**src/hdl/rqfi_pkg.sv**
```systemverilog
// Package for the ring queue with front insert.
// Holds sizes, command and status codes, and the control-to-datapath request struct.
// No dependencies.
package rqfi_pkg;

  localparam int DEPTH      = 256;
  localparam int ITEM_WIDTH = 32;
  localparam int IDX_W      = $clog2(DEPTH);
  localparam int CNT_W      = $clog2(DEPTH + 1);
  localparam int CAP_W      = 9;
  localparam int CMD_W      = 2;
  localparam int STAT_W     = 2;

  localparam int IN_BITS    = CMD_W + ITEM_WIDTH;
  localparam int IN_TDATA_W = ((IN_BITS + 7) / 8) * 8;
  localparam int OUT_BITS   = STAT_W + ITEM_WIDTH + CNT_W;
  localparam int OUT_TDATA_W = ((OUT_BITS + 7) / 8) * 8;

  localparam logic [CMD_W-1:0] CMD_PUSH_BACK  = 2'd0;
  localparam logic [CMD_W-1:0] CMD_PUSH_FRONT = 2'd1;
  localparam logic [CMD_W-1:0] CMD_POP        = 2'd2;

  localparam logic [STAT_W-1:0] ST_DONE  = 2'd0;
  localparam logic [STAT_W-1:0] ST_FULL  = 2'd1;
  localparam logic [STAT_W-1:0] ST_EMPTY = 2'd2;

  localparam logic [CAP_W-1:0] CAP_RESET = CAP_W'(256);

  typedef struct packed {
    logic              we;
    logic              re;
    logic [IDX_W-1:0]  addr;
    logic [STAT_W-1:0] status;
    logic [CNT_W-1:0]  fill_count;
    logic              pop_ok;
  } slot_req_t;

endpackage

```
**src/hdl/rqfi_ctrl.sv**
```systemverilog
// Pointer and count control of the ring queue.
// Decodes one command per cycle, updates indices and count on accept, issues the slot request.
// Depends on rqfi_pkg.
module rqfi_ctrl (
  input  logic                          clk,
  input  logic                          rst,
  input  logic                          accept,
  input  logic [rqfi_pkg::CMD_W-1:0]    command,
  input  logic [rqfi_pkg::CAP_W-1:0]    capacity,
  output rqfi_pkg::slot_req_t           req
);

  logic [rqfi_pkg::IDX_W-1:0] write_index, write_index_next;
  logic [rqfi_pkg::IDX_W-1:0] read_index, read_index_next;
  logic [rqfi_pkg::CNT_W-1:0] held_count, held_count_next;
  logic [rqfi_pkg::CNT_W-1:0] cap;
  logic [rqfi_pkg::IDX_W-1:0] cap_m1;
  logic [rqfi_pkg::IDX_W-1:0] front_index;

  // effective capacity: 0 acts as 1, above DEPTH acts as DEPTH
  always_comb begin
    if (capacity == '0) begin
      cap = rqfi_pkg::CNT_W'(1);
    end else if (capacity > rqfi_pkg::CAP_W'(rqfi_pkg::DEPTH)) begin
      cap = rqfi_pkg::CNT_W'(rqfi_pkg::DEPTH);
    end else begin
      cap = rqfi_pkg::CNT_W'(capacity);
    end
    cap_m1 = rqfi_pkg::IDX_W'(cap - rqfi_pkg::CNT_W'(1));
  end

  always_comb begin
    if (read_index != '0 && read_index <= cap_m1) begin
      front_index = read_index - rqfi_pkg::IDX_W'(1);
    end else begin
      front_index = cap_m1;
    end
  end

  always_comb begin
    write_index_next = write_index;
    read_index_next  = read_index;
    held_count_next  = held_count;
    req.we     = 1'b0;
    req.re     = 1'b0;
    req.addr   = read_index;
    req.status = rqfi_pkg::ST_DONE;
    req.pop_ok = 1'b0;
    case (command)
      rqfi_pkg::CMD_PUSH_BACK: begin
        if (held_count >= cap) begin
          req.status = rqfi_pkg::ST_FULL;
        end else begin
          req.we  = accept;
          req.addr = write_index;
          write_index_next = (write_index >= cap_m1) ? '0
                             : write_index + rqfi_pkg::IDX_W'(1);
          held_count_next = held_count + rqfi_pkg::CNT_W'(1);
        end
      end
      rqfi_pkg::CMD_PUSH_FRONT: begin
        if (held_count >= cap) begin
          req.status = rqfi_pkg::ST_FULL;
        end else begin
          req.we  = accept;
          req.addr = front_index;
          read_index_next = front_index;
          held_count_next = held_count + rqfi_pkg::CNT_W'(1);
        end
      end
      rqfi_pkg::CMD_POP: begin
        if (held_count == '0) begin
          req.status = rqfi_pkg::ST_EMPTY;
        end else begin
          req.re     = accept;
          req.pop_ok = 1'b1;
          read_index_next = (read_index >= cap_m1) ? '0
                            : read_index + rqfi_pkg::IDX_W'(1);
          held_count_next = held_count - rqfi_pkg::CNT_W'(1);
        end
      end
      default: begin
      end
    endcase
    req.fill_count = held_count_next;
  end

  always_ff @(posedge clk) begin
    if (rst) begin
      write_index <= '0;
      read_index  <= '0;
      held_count  <= '0;
    end else if (accept) begin
      write_index <= write_index_next;
      read_index  <= read_index_next;
      held_count  <= held_count_next;
    end
  end

endmodule

```
**config.mk**
```make
export PLATFORM = sky130hd
export DESIGN_NAME = rqfi_ctrl
export DESIGN_NICKNAME = d
export VERILOG_FILES = /design/src/hdl/rqfi_pkg.sv /design/src/hdl/rqfi_ctrl.sv
export SDC_FILE = /design/constraint.sdc
export NUM_CORES = 1
export LEC_CHECK = 0
export BUFFER_PORTS_ARGS = -buffer_cell sky130_fd_sc_hd__buf_4
export CELL_PAD_IN_SITES_DETAIL_PLACEMENT = 1
export CELL_PAD_IN_SITES_GLOBAL_PLACEMENT = 1
export CORE_UTILIZATION = 40
export DETAILED_ROUTE_END_ITERATION = 8
export PLACE_DENSITY_LB_ADDON = 0.1
export SKIP_LAST_GASP = 1
export SYNTH_ARGS = -nofsm -noshare
export SYNTH_HDL_FRONTEND = slang
export SYNTH_SLANG_ARGS = --single-unit
```
**constraint.sdc**
```tcl
create_clock -name clk -period 3.68 [get_ports clk]
set_input_delay 0.368 -clock clk [delete_from_list [all_inputs] [get_ports clk]]
set_output_delay 0.368 -clock clk [all_outputs]
set_load 0.01 [all_outputs]
```
* Yosys cells after proc, flatten, opt, wreduce, memory -nomap -nowiden
Index checks and enable logic that the tools add are counted.
Cells by class: mux-type cells 22, bitwise logic cells 1, $lt $le $gt $ge 5, equal/unequal tests 3, add/subtract/negate cells 6, reductions and logical operators 9
Operators by type and width (number):
- 8-bit two-way mux | 6
- 9-bit two-way mux | 4
- 8-bit one-hot mux with 2 select lines | 2
- 9-bit logical NOT | 2
- 9-bit one-hot mux with 2 select lines | 1
- 8-bit by 1-bit adder with 8-bit output (second input constant) | 2
- 8-bit >= comparator | 2
- 8-bit by 1-bit subtractor with 8-bit output (second input constant) | 2
- 9-bit by 1-bit adder with 9-bit output (second input constant) | 1
- 9-bit >= comparator | 1
- 9-bit > comparator (second input constant) | 1
- 9-bit by 1-bit subtractor with 9-bit output (second input constant) | 1
- 8-bit less-or-equal comparator | 1
- 8-bit nonzero test | 1
- 1-bit two-way mux | 7
- 3-bit AND reduction | 2
- 2-bit one-hot mux with 2 select lines | 1
- 2-bit by 1-bit == test with 1-bit output (second input constant) | 1
- 2-bit == test (second input constant) | 1
- 2-bit logical NOT | 1
- 2-bit two-way mux | 1
- 2-bit != test (second input constant) | 1
- 2-bit nonzero test | 1
- 2-bit OR reduction | 1
- 2 further kinds | 2
Storage, ports and cells: flip-flop bits (word level) 25, output and inout bits 22, input port bits 14

* Logic depth before layout (Yosys ltp)
Gate-level depths: netlist (run 1).
depth after elaboration 9, mapped depth 19, gate-level depth less buffers 17

* Worst setup path before layout (run 1)
OpenSTA, ideal clock, no wires.
kind input port to output port, start in capacity[3] in the netlist's numbering, end out req[15] in the netlist's numbering, path slack -0.243 ns, cell stages on the path 18, path buffers 1, data required time 3.312 ns, data arrival time 3.555 ns, cell sequence nor4_1 -> nor2b_1 -> a21oi_1 -> nor2_1 -> inv_1 -> ha_1 -> nand3_1 -> xnor2_1 -> ha_1 -> nand3_1 -> o22a_1 -> o31ai_1 -> maj3_4 -> o211ai_2 -> buf_6 -> nor3b_1 -> a2111oi_0 -> a221oi_1
RTL lines:
- start, declared | RTL line rqfi_ctrl.sv:9 | input logic [rqfi_pkg::CAP_W-1:0] capacity,
- end, declared | RTL line rqfi_ctrl.sv:10 | output rqfi_pkg::slot_req_t req

==> flow_metrics.tcl, run 1 <==
set metrics [dict create \
    outcome "finished, violations left" \
    violations "negative setup slack" \
    max-slew-margin-rel_pct 58.2 \
    path_cells "buf_8 -> nor4_4 -> nor2b_4 -> buf_4 -> buf_4 -> nor2_1 -> nor3_1 -> buf_4 -> ha_2 -> nand3_2 -> o22a_1 -> o31ai_2 -> maj3_4 -> o211ai_2 -> buf_6 -> buf_12 -> mux2i_1 -> o221ai_1 -> a22oi_1 -> buf_4" \
    clockPowerShare_pct 10.9 \
    setup_viol 8 \
    drt_wl_total_um 12300 \
    rows 31 \
    finalHoldViolCount 0 \
    crit_path_end_kind "output pin" \
    r2r_cells 13 \
    p_seq_share_pct 20.4 \
    seqCellArea_um2 500 \
    port_buffers 35 \
    die_area_um2 8150 \
    place_ws_ns -0.593 \
    cts_tree "built" \
    hp-class "in -> reg" \
    synth_top_area_share_pct 16.0 \
    ctsRootBufferMaster "clkbuf_8" \
    synth-main-ff-cell "dfxtp_1" \
    grt.total_usage_pct 29.1 \
    drc 0 \
    synth-simple-area-share_pct 32.2 \
    combPwrFrac_pct 68.7 \
    powerDensity_nw_per_um2 374 \
    crit_top_cell "buf_4" \
    synth_top_family_by_area "simple AND/OR/NAND/NOR gates" \
    switching_share_pct 43.7 \
    ios 36 \
    slowest_delay_ns 0.33 \
    fin_hold_ws_ns 0.435 \
    htree_levels 1 \
    num_vias 3647 \
    fin_skew_ns 0.00521 \
    worst-path-max-fanout 8 \
    dieHeight_um 90.3 \
    crit_family "buffers and inverters" \
    synthXorXnorAreaFrac_pct 6.74 \
    multi_input_area_um2 2760 \
    ys_warn_count 0 \
    drive_above_1_share_pct 35.4 \
    grt_setup_unrepaired "true" \
    die_w_um 90.3 \
    yosysUniqueCellTypes 72 \
    antennaDiodeCount 0 \
    cts_buffers 3 \
    syn2layout_area_growth_pct 40.8 \
    grt_first_pass_wirelength_um 19400 \
    synth.most_common_cell "nor2_1" \
    start_kind "input pin" \
    crit_path_top_delay_cell "maj3_4" \
    ant_nets 0 \
    worstPathArrival_ns 3.69 \
    cts_buffer_depth 2 \
    post-route-period-util_pct 110 \
    critPathKind "in -> out" \
    initial_core_util_pct 42.1 \
    power_switching_uw 718 \
    clock_latency_ns 0.28 \
    synthAdderAreaFrac_pct 12.0 \
    required_ns 3.31 \
    fin_ws_ns -0.376 \
    avgRoutedWirePerCell_um 20.2 \
    grt_start_max_net_pins 29 \
    grt_overflow_total 0 \
    firstDrtPassIters 4 \
    post-route-min-period_ns 4.06 \
    path_clk_slew_ns 0.10 \
    cts.sinks 25 \
    yosys-top-cells-count "nor2_1 (37), nand2_1 (33), nor3_1 (33)" \
    place_congestion 0.899 \
    yosys.area.top_type "dfxtp_1" \
    worstMarginPinSlew_ns 0.626 \
    slew_violations 0 \
    hold_depth 3 \
    n_fill_cell 929 \
    synthTopCellsByArea "dfxtp_1 (16%), ha_1 (11%), nor3_1 (5.3%)" \
    syn-cell-area_um2 3120 \
    synth_edf_count 0 \
    synth.net_count 459 \
    nets 551 \
    post-dp-hpwl_um 8900 \
    ys_ff_latch 25 \
    cap_viol_max_count 0 \
    worst-path-stages 20 \
    grt_pass1_vias 3808 \
    synthMuxAreaShare_pct 2.69 \
    internal_power_uw 923 \
    syn_inst 417 \
    setup_tns_ns -2.82 \
    drt_iter0_drc 217 \
    synth_compound_area_share_pct 24.0 \
    avgSynthCellArea_um2 7.48 \
    antenna_found_initial 0 \
    leakage_uw 0.00186 \
    vias_per_cell 6.01 \
    ys_seq_area_share_pct 16.0 \
    async_flop_share_pct 0 \
    core_um2 7410 \
    irDropWorstVdd_mv 0.218 \
    cp_num_buf_inv 7 \
    fmax_mhz 247 \
]
## final timing paths
kind	slack, ns	startpoint	to
hold reg to reg	0.55	write_index[1]$_SDFFE_PP0P_	write_index[1]$_SDFFE_PP0P_
hold / removal	0.44	accept	held_count[1]$_SDFFE_PP0P_
setup / recovery	-0.38	capacity[6]	req[18]
setup reg to reg	0.64	read_index[3]$_SDFFE_PP0P_	read_index[6]$_SDFFE_PP0P_
## through the flow
step	cells	power, µW	instance area, µm²	utilization, %
after CTS	602	1490	4160	56.1
after floorplan	417	887	3180	-
after global routing	607	1730	4390	59.3
final	607	1640	4390	59.3
after global placement	587	1210	3910	52.7
after detailed placement	587	1240	3910	52.7
## routing by layer
layer  vias up  wire length, µm  part of all wire [%]  GRT usage (%)
met2        97             6160                    50           52.7
met5         -                0                     0              0
met4         0              157                   1.3           6.45
met3        14              490                   4.0           2.36
li1       1724                -                     -              -
met1      1812             5450                    44           37.4
## power by group through the flow
stage	logic, µW	registers (µW)	clock network (µW)
final	1130	334	180
after global routing	1200	337	189
after CTS	981	331	181
after detailed placement	899	336	0
after global placement	874	335	0
after floorplan	572	314	0
## registers in the layout, indices dropped and copies added (netlist names)
| signal | count |
|---|---|
| read_index | 8 |
| write_index | 8 |
| held_count | 9 |
## layout by cell type (no fill, tap or decap), types with 8 or more instances in the layout
cell,synthesis,routed
a21o_1,9,9
a21oi_1,17,15
buf_4,0,99
dfxtp_1,25,25
ha_1,28,24
inv_1,18,17
nand2_1,33,33
nand2b_1,9,8
nand3_1,15,13
nor2_1,37,35
nor3_1,33,32
o21ai_0,14,9
xnor2_1,10,9
xor2_1,14,13
## layout make-up
| cell class | count | area share (%) |
|---|---|---|
| multi-input cells | 350 | 62.8 |
| repair buffers | 109 | 20.3 |
| flip-flops and latches | 25 | 11.4 |
| well taps | 99 | 2.82 |
| inverters | 20 | 1.71 |
| clock buffers | 4 | 1.03 |
## what timing repair did
action | CTS | global route
pin swaps | 22 | 19
setup endpoints to repair | 21 | 21
buffers inserted | 12 | 5
hold buffers | 0 | 0
resized for setup | 26 | 37
## worst min-delay path, stage by stage
cell	delay, ns
buf_4	0.18
nand2_1	0.08
a21oi_1	0.05
## cell families (layout without fill, tap and decap cells)
family,after synthesis,count (layout)
adders and majority gates,30,30
DFF,25,25
AOI/OAI and AO/OA,101,101
muxes,8,8
and+or+nand+nor,187,187
xor gates and xnor gates,24,24
buffers and inverters,42,133
(Power assumes the default switching activity.)
==> inputs of run 2 (changes only) <==
- ABC_AREA: unset -> 1
- CORE_UTILIZATION: 40 -> 38
- GPL_ROUTABILITY_DRIVEN: unset -> 0
- PLACE_DENSITY_LB_ADDON: 0.1 -> 0.15
==> run 2 against run 1 <==
Against the previous run: area after synthesis shrank 3.6%; global-route usage shrank 3.8 points; final cell count grew 0.16%; the flow now finishes without violations; sequential share of layout area grew 3.0 points; utilization shrank 14 points; maximum frequency grew 19%; setup slack gained 0.65 ns; routed wire length shrank 18%.
==> flow_metrics.tcl, run 2 <==
set metrics [dict create \
    largest_register "held_count" \
    powerDensity_nw_per_um2 326 \
    cts.sinks 25 \
    leakage_uw 0.00161 \
    yosys.area.top_type "dfxtp_1" \
    mostFrequentLayoutCells "nand2_1 (98), inv_1 (56), buf_4 (46), nand3_1 (35), nor2_1 (33)" \
    syn2layout_area_growth_pct 15.6 \
    port_buffers 35 \
    yosysUniqueCellTypes 48 \
    synth-main-ff-cell "dfxtp_1" \
    async_flop_share_pct 0 \
    crit_path_end_kind "output pin" \
    outcome "finished, final reports clean" \
    avgSynthCellArea_um2 6.41 \
    syn_inst 469 \
    dieHeight_um 91.0 \
    rows 32 \
    setup_tns_ns 0 \
    cap_viol_max_count 0 \
    vias_per_cell 5.47 \
    grt_pass1_vias 3342 \
    synth.net_count 511 \
    ant_nets 0 \
    largest_reg_flops 9 \
    drt_wl_total_um 10100 \
    avgRoutedWirePerCell_um 16.6 \
    hp-class "in -> reg" \
    drt_iter0_drc 150 \
    p_seq_share_pct 28.6 \
    ys_seq_area_share_pct 16.6 \
    fin_hold_ws_ns 0.308 \
    fin_ws_ns 0.269 \
    initial_core_util_pct 39.1 \
    slew_violations 0 \
    grt.total_usage_pct 25.3 \
    path_clk_slew_ns 0.11 \
    num_vias 3325 \
    ys_ff_latch 25 \
    grt_start_max_net_pins 21 \
    synth_edf_count 0 \
    final_common_cell "nand2_1" \
    grt_overflow_total 0 \
    clock_latency_ns 0.29 \
    r2r_cells 14 \
    post-dp-hpwl_um 7980 \
    nets 549 \
    ios 36 \
    dp.cells 601 \
    place_ws_ns 0.0736 \
    ctsHoldBuffers 0 \
    fmax_mhz 293 \
    ys_warn_count 0 \
    switching_share_pct 46.6 \
    setup_viol 0 \
    irDropWorstVdd_mv 0.154 \
    yosys-top-cells-count "nand2_1 (100), inv_1 (57), nand3_1 (35), nor2_1 (35), a21oi_1 (30)" \
    required_ns 3.31 \
    htree_levels 1 \
    max-slew-margin-rel_pct 56.1 \
    cts_buffer_depth 2 \
    start_kind "input pin" \
    worstMarginPinSlew_ns 0.656 \
    final_cells 608 \
    grt_first_pass_wirelength_um 16900 \
    firstDrtPassIters 4 \
    clockPowerShare_pct 16.4 \
    power_switching_uw 528 \
    post-route-period-util_pct 92.7 \
    drive_above_1_share_pct 18.6 \
    synthTopCellsByArea "dfxtp_1 (17%), nand2_1 (12%), ha_1 (12%)" \
    die_area_um2 8280 \
    syn-cell-area_um2 3010 \
    core_um2 7690 \
    post-route-min-period_ns 3.41 \
    worstPathArrival_ns 3.04 \
    antenna_found_initial 0 \
    worst-path-max-fanout 9 \
    top_regs "held_count x9, read_index x8, write_index x8" \
    drc 0 \
    combPwrFrac_pct 55.0 \
    internal_power_uw 606 \
    fin_skew_ns 0.00861 \
    antennaDiodeCount 0 \
    synth_top_area_share_pct 16.6 \
    die_w_um 91.0 \
    finalHoldViolCount 0 \
    critPathKind "in -> out" \
    cts_buffers 3 \
    ctsRootBufferMaster "clkbuf_8" \
    hold_depth 2 \
    cts_tree "built" \
    synth.most_common_cell "nand2_1" \
]
## run 2: cell types whose count changed in the layout (fill, tap and decap cells not counted), moves of 8 or more
cell / delta
a21oi_1: +15
nand3_1: +22
nand2b_1: -8
buf_4: -53
nor3_1: -23
o211ai_1: +13
o21ai_0: +18
nand2_1: +65
inv_1: +39
a21o_1: -9
## run 2: worst max-delay path, stage by stage
cell and delay [ns]:
buf_4 0.13, nor2_2 0.09, nand2_1 0.07, nor2_1 0.11, nand2_1 0.09, nand2_2 0.10, inv_1 0.07, ha_2 0.20
nand2_1 0.07, nor2_1 0.05, or2_2 0.30, inv_2 0.09, ha_1 0.24, nand4_1 0.14, nand3_4 0.11, nand2_8 0.11
nand2_4 0.09, nand2_1 0.07, nand3_1 0.08, o21ai_2 0.10, nand2_1 0.07, o211ai_1 0.12, buf_4 0.16
## run 2: per-stage QoR
stage	cell area [µm²]	power, µW	utilization, %
after floorplan	3010	736	-
after global placement	3390	917	44.0
after detailed placement	3390	931	44.0
after CTS	3430	1110	44.6
after global routing	3480	1220	45.2
final	3480	1130	45.2
## run 2: power by group through the flow
stage	Clock (µW)	Sequential, µW	Combinational, µW
2_1_floorplan	0	312	424
3_3_place_gp	0	328	589
3_5_place_dp	0	329	601
4_1_cts	183	323	605
5_1_grt	201	327	695
6_report	186	324	623
## run 2: worst paths after layout
kind                                     from                     endpoint  slack (ns)
setup / recovery                  capacity[4]                      req[15]        0.27
setup reg to reg   held_count[2]$_SDFFE_PP0P_  write_index[6]$_SDFFE_PP0P_        0.86
hold / removal                         accept   held_count[8]$_SDFFE_PP0P_        0.31
hold reg to reg   write_index[0]$_SDFFE_PP0P_  write_index[0]$_SDFFE_PP0P_        0.51
## run 2: what timing repair did
action / 4_1_cts / 5_1_grt
setup buffers: 0 / 3
endpoints found under the setup margin: 0 / 8
resized for setup: 0 / 9
## run 2: layout make-up
| cell class | count | area [µm²] |
|---|---|---|
| repair buffers | 46 | 345 |
| flip-flops and latches | 25 | 500 |
| well taps | 102 | 128 |
| clock buffers | 4 | 45.0 |
| multi-input cells | 370 | 2230 |
| fillers | 1077 | 4210 |
| inverters | 61 | 229 |
## run 2: kinds of logic after synthesis
kind of cell | after synthesis | synth area share [%]
xor+xnor | 16 | 4.66
fa+ha+maj | 28 | 11.6
simple gates | 221 | 35.8
flops | 25 | 16.6
compound gates | 105 | 21.2
buf+inv | 74 | 10.0
## run 2: routing by layer
layer | global-route usage, % | share of wire, % | up-vias
met5 | 0 | 0 | -
met2 | 41.3 | 45 | 56
li1 | - | - | 1668
met4 | 3.70 | 0.53 | 0
met3 | 2.26 | 3.7 | 4
met1 | 36.7 | 50 | 1597
==> inputs of run 3 (changes only) <==
--- a/config.mk
+++ b/config.mk
@@ -7,3 +7,3 @@
 export LEC_CHECK = 0
-export ABC_AREA = 1
+export ABC_AREA = 0
 export BUFFER_PORTS_ARGS = -buffer_cell sky130_fd_sc_hd__buf_4
@@ -11,3 +11,3 @@
 export CELL_PAD_IN_SITES_GLOBAL_PLACEMENT = 1
-export CORE_UTILIZATION = 38
+export CORE_UTILIZATION = 40
 export DETAILED_ROUTE_END_ITERATION = 8
==> constraint.sdc (replaced) <==
create_clock -name clk -period 3.68 [get_ports clk]
set_input_delay 0.184 -clock clk [delete_from_list [all_inputs] [get_ports clk]]
set_output_delay 0.184 -clock clk [all_outputs]
set_load 0.01 [all_outputs]
==> run 3 against run 2 <==
Against the previous run: the flow now finishes with violations (negative setup slack); cell area grew 20%; critical path depth shrank 4; via count grew 8.3%; largest cell class unchanged; combinational power grew 73%; maximum frequency shrank 9.4%; clock power is essentially flat; clock skew shrank 0.0012 ns; sequential cell count is the same; worst hold slack lost 0.045 ns; register-to-register slack lost 0.38 ns; setup slack lost 0.35 ns; non-clock buffer count grew 41.
==> flow_metrics.tcl, run 3 (same netlist as run 1, synthesis figures left out) <==
set metrics [dict create \
    outcome "finished, violations left" \
    violations "negative setup slack" \
    max-slew-margin-rel_pct 50.5 \
    powerDensity_nw_per_um2 383 \
    critPathKind "in -> out" \
    finalHoldViolCount 0 \
    nets 529 \
    worstMarginPinSlew_ns 0.735 \
    stdcell_area_um2 4180 \
    fin_skew_ns 0.00738 \
    hp-class "in -> reg" \
    clockPowerShare_pct 11.5 \
    cts_buffers 3 \
    grt_setup_unrepaired "true" \
    antennaDiodeCount 0 \
    num_vias 3600 \
    cts.sinks 25 \
    p_seq_share_pct 21.3 \
    r2r_start "read_index[0]$_SDFFE_PP0P_" \
    drive_above_1_share_pct 31.1 \
    crit_path_end_kind "output pin" \
    grt_overflow_total 0 \
    internal_power_uw 883 \
    firstDrtPassIters 5 \
    initial_core_util_pct 42.1 \
    grt.total_usage_pct 29.7 \
    start_kind "input pin" \
    grt_start_max_net_pins 29 \
    fmax_mhz 266 \
    cts_buffer_depth 2 \
    mostFrequentLayoutCells "buf_4 (80), nor2_1 (35), nand2_1 (32), nor3_1 (31)" \
    htree_levels 1 \
    path_clk_slew_ns 0.11 \
    slew_violations 0 \
    final_cells 585 \
    leakage_uw 0.00175 \
    min_from "accept" \
    port_buffers 35 \
    final_common_cell "buf_4" \
    largest_reg_flops 9 \
    core_um2 7410 \
    avgRoutedWirePerCell_um 20.8 \
    worst-path-max-fanout 6 \
    worstPathArrival_ns 3.58 \
    ctsHoldBuffers 0 \
    die_w_um 90.3 \
    switching_share_pct 44.8 \
    ctsRootBufferMaster "clkbuf_8" \
    grt_pass1_vias 3784 \
    irDropWorstVdd_mv 0.188 \
    vias_per_cell 6.15 \
    dieHeight_um 90.3 \
    drc 0 \
    grt_first_pass_wirelength_um 19600 \
    required_ns 3.50 \
    setup_viol 6 \
    post-route-min-period_ns 3.76 \
    cts_tree "built" \
    antenna_found_initial 0 \
    clock_latency_ns 0.28 \
    top_regs "held_count x9, read_index x8, write_index x8" \
    rows 31 \
    ios 36 \
    placed_cell_area_um2 3690 \
    power_switching_uw 718 \
    syn2layout_area_growth_pct 33.9 \
    largest_register "held_count" \
    drt_wl_total_um 12100 \
    post-route-period-util_pct 102 \
    cap_viol_max_count 0 \
    drt_iter0_drc 302 \
    crit_start "capacity[6]" \
    die_area_um2 8150 \
    combPwrFrac_pct 67.2 \
    dp.cells 568 \
    post-dp-hpwl_um 8490 \
    ant_nets 0 \
    fin_ws_ns -0.0830 \
]
run 3: changes by cell type in the layout (fill, tap and decap cells not counted), sizes merged, moves of 9 or more:
cell | previous run | this run
o21ai | 42 | 19
nand2 | 110 | 34
nor3 | 10 | 35
a21o | 0 | 9
a21oi | 34 | 17
buf | 46 | 87
o211ai | 15 | 3
nand2b | 0 | 10
nand3 | 38 | 15
inv | 59 | 19
run 3: metal layers:
layer	part of all wire [%]	routed length, µm	global-route usage (%)	vias up
met5	0	0	0	-
met4	2.5	304	10.5	0
met3	3.9	479	3.03	29
met2	48	5830	49.2	105
met1	46	5530	39.8	1787
li1	-	-	-	1679
run 3: power groups by stage:
| stage | clock [µW] | combinational, µW | sequential (µW) |
|---|---|---|---|
| after global routing | 198 | 1150 | 343 |
| after floorplan | 0 | 562 | 314 |
| after detailed placement | 0 | 834 | 341 |
| after CTS | 186 | 949 | 336 |
| final | 184 | 1080 | 341 |
| after global placement | 0 | 812 | 338 |
run 3: cell type report:
cell class,instances,area (µm²)
multi-input cells,350,2720
well taps,99,124
repair buffers,87,708
clock inverters,1,7.51
inverters,20,75.1
fillers,903,3230
clock buffers,3,41.3
flip-flops and latches,25,500
run 3: what timing repair did:
action	4_1_cts	5_1_grt
gates cloned	1	0
endpoints found under the setup margin	8	25
setup buffers	5	7
resized for setup	30	34
pin swaps	12	12
run 3: final timing paths:
path	to	slack (ns)	cells past startpoint
max	req[14]	-0.08	19
min	held_count[1]$_SDFFE_PP0P_	0.26	3
max reg2reg	read_index[6]$_SDFFE_PP0P_	0.48	13
min reg2reg	write_index[1]$_SDFFE_PP0P_	0.56	2
run 3: worst max-delay path, stage by stage:
cell and delay (ns):
buf_8 0.10, nor4_4 0.28, nor2b_4 0.21, a21oi_2 0.07, nor2_2 0.17, inv_2 0.08, ha_4 0.19, xor2_4 0.17
ha_4 0.32, nand3_4 0.08, or3_4 0.34, o31ai_4 0.25, o211ai_4 0.12, buf_6 0.15, buf_16 0.13, or3b_4 0.37
a21oi_2 0.14, a31oi_1 0.06, buf_4 0.16
run 3: metrics by stage:
step           hold WS (ns)  total power (µW)  setup slack, ns  setup TNS [ns]  util, %
6_report              0.263              1600          -0.0830          -0.279     56.4
5_1_grt               0.273              1690           -0.230           -1.78     56.4
3_3_place_gp          0.527              1150           -0.146          -0.773     49.8
2_1_floorplan         0.366               877            0.125               0        -
3_5_place_dp          0.535              1170           -0.354           -3.21     49.8
4_1_cts               0.258              1470          -0.0101         -0.0149     53.6
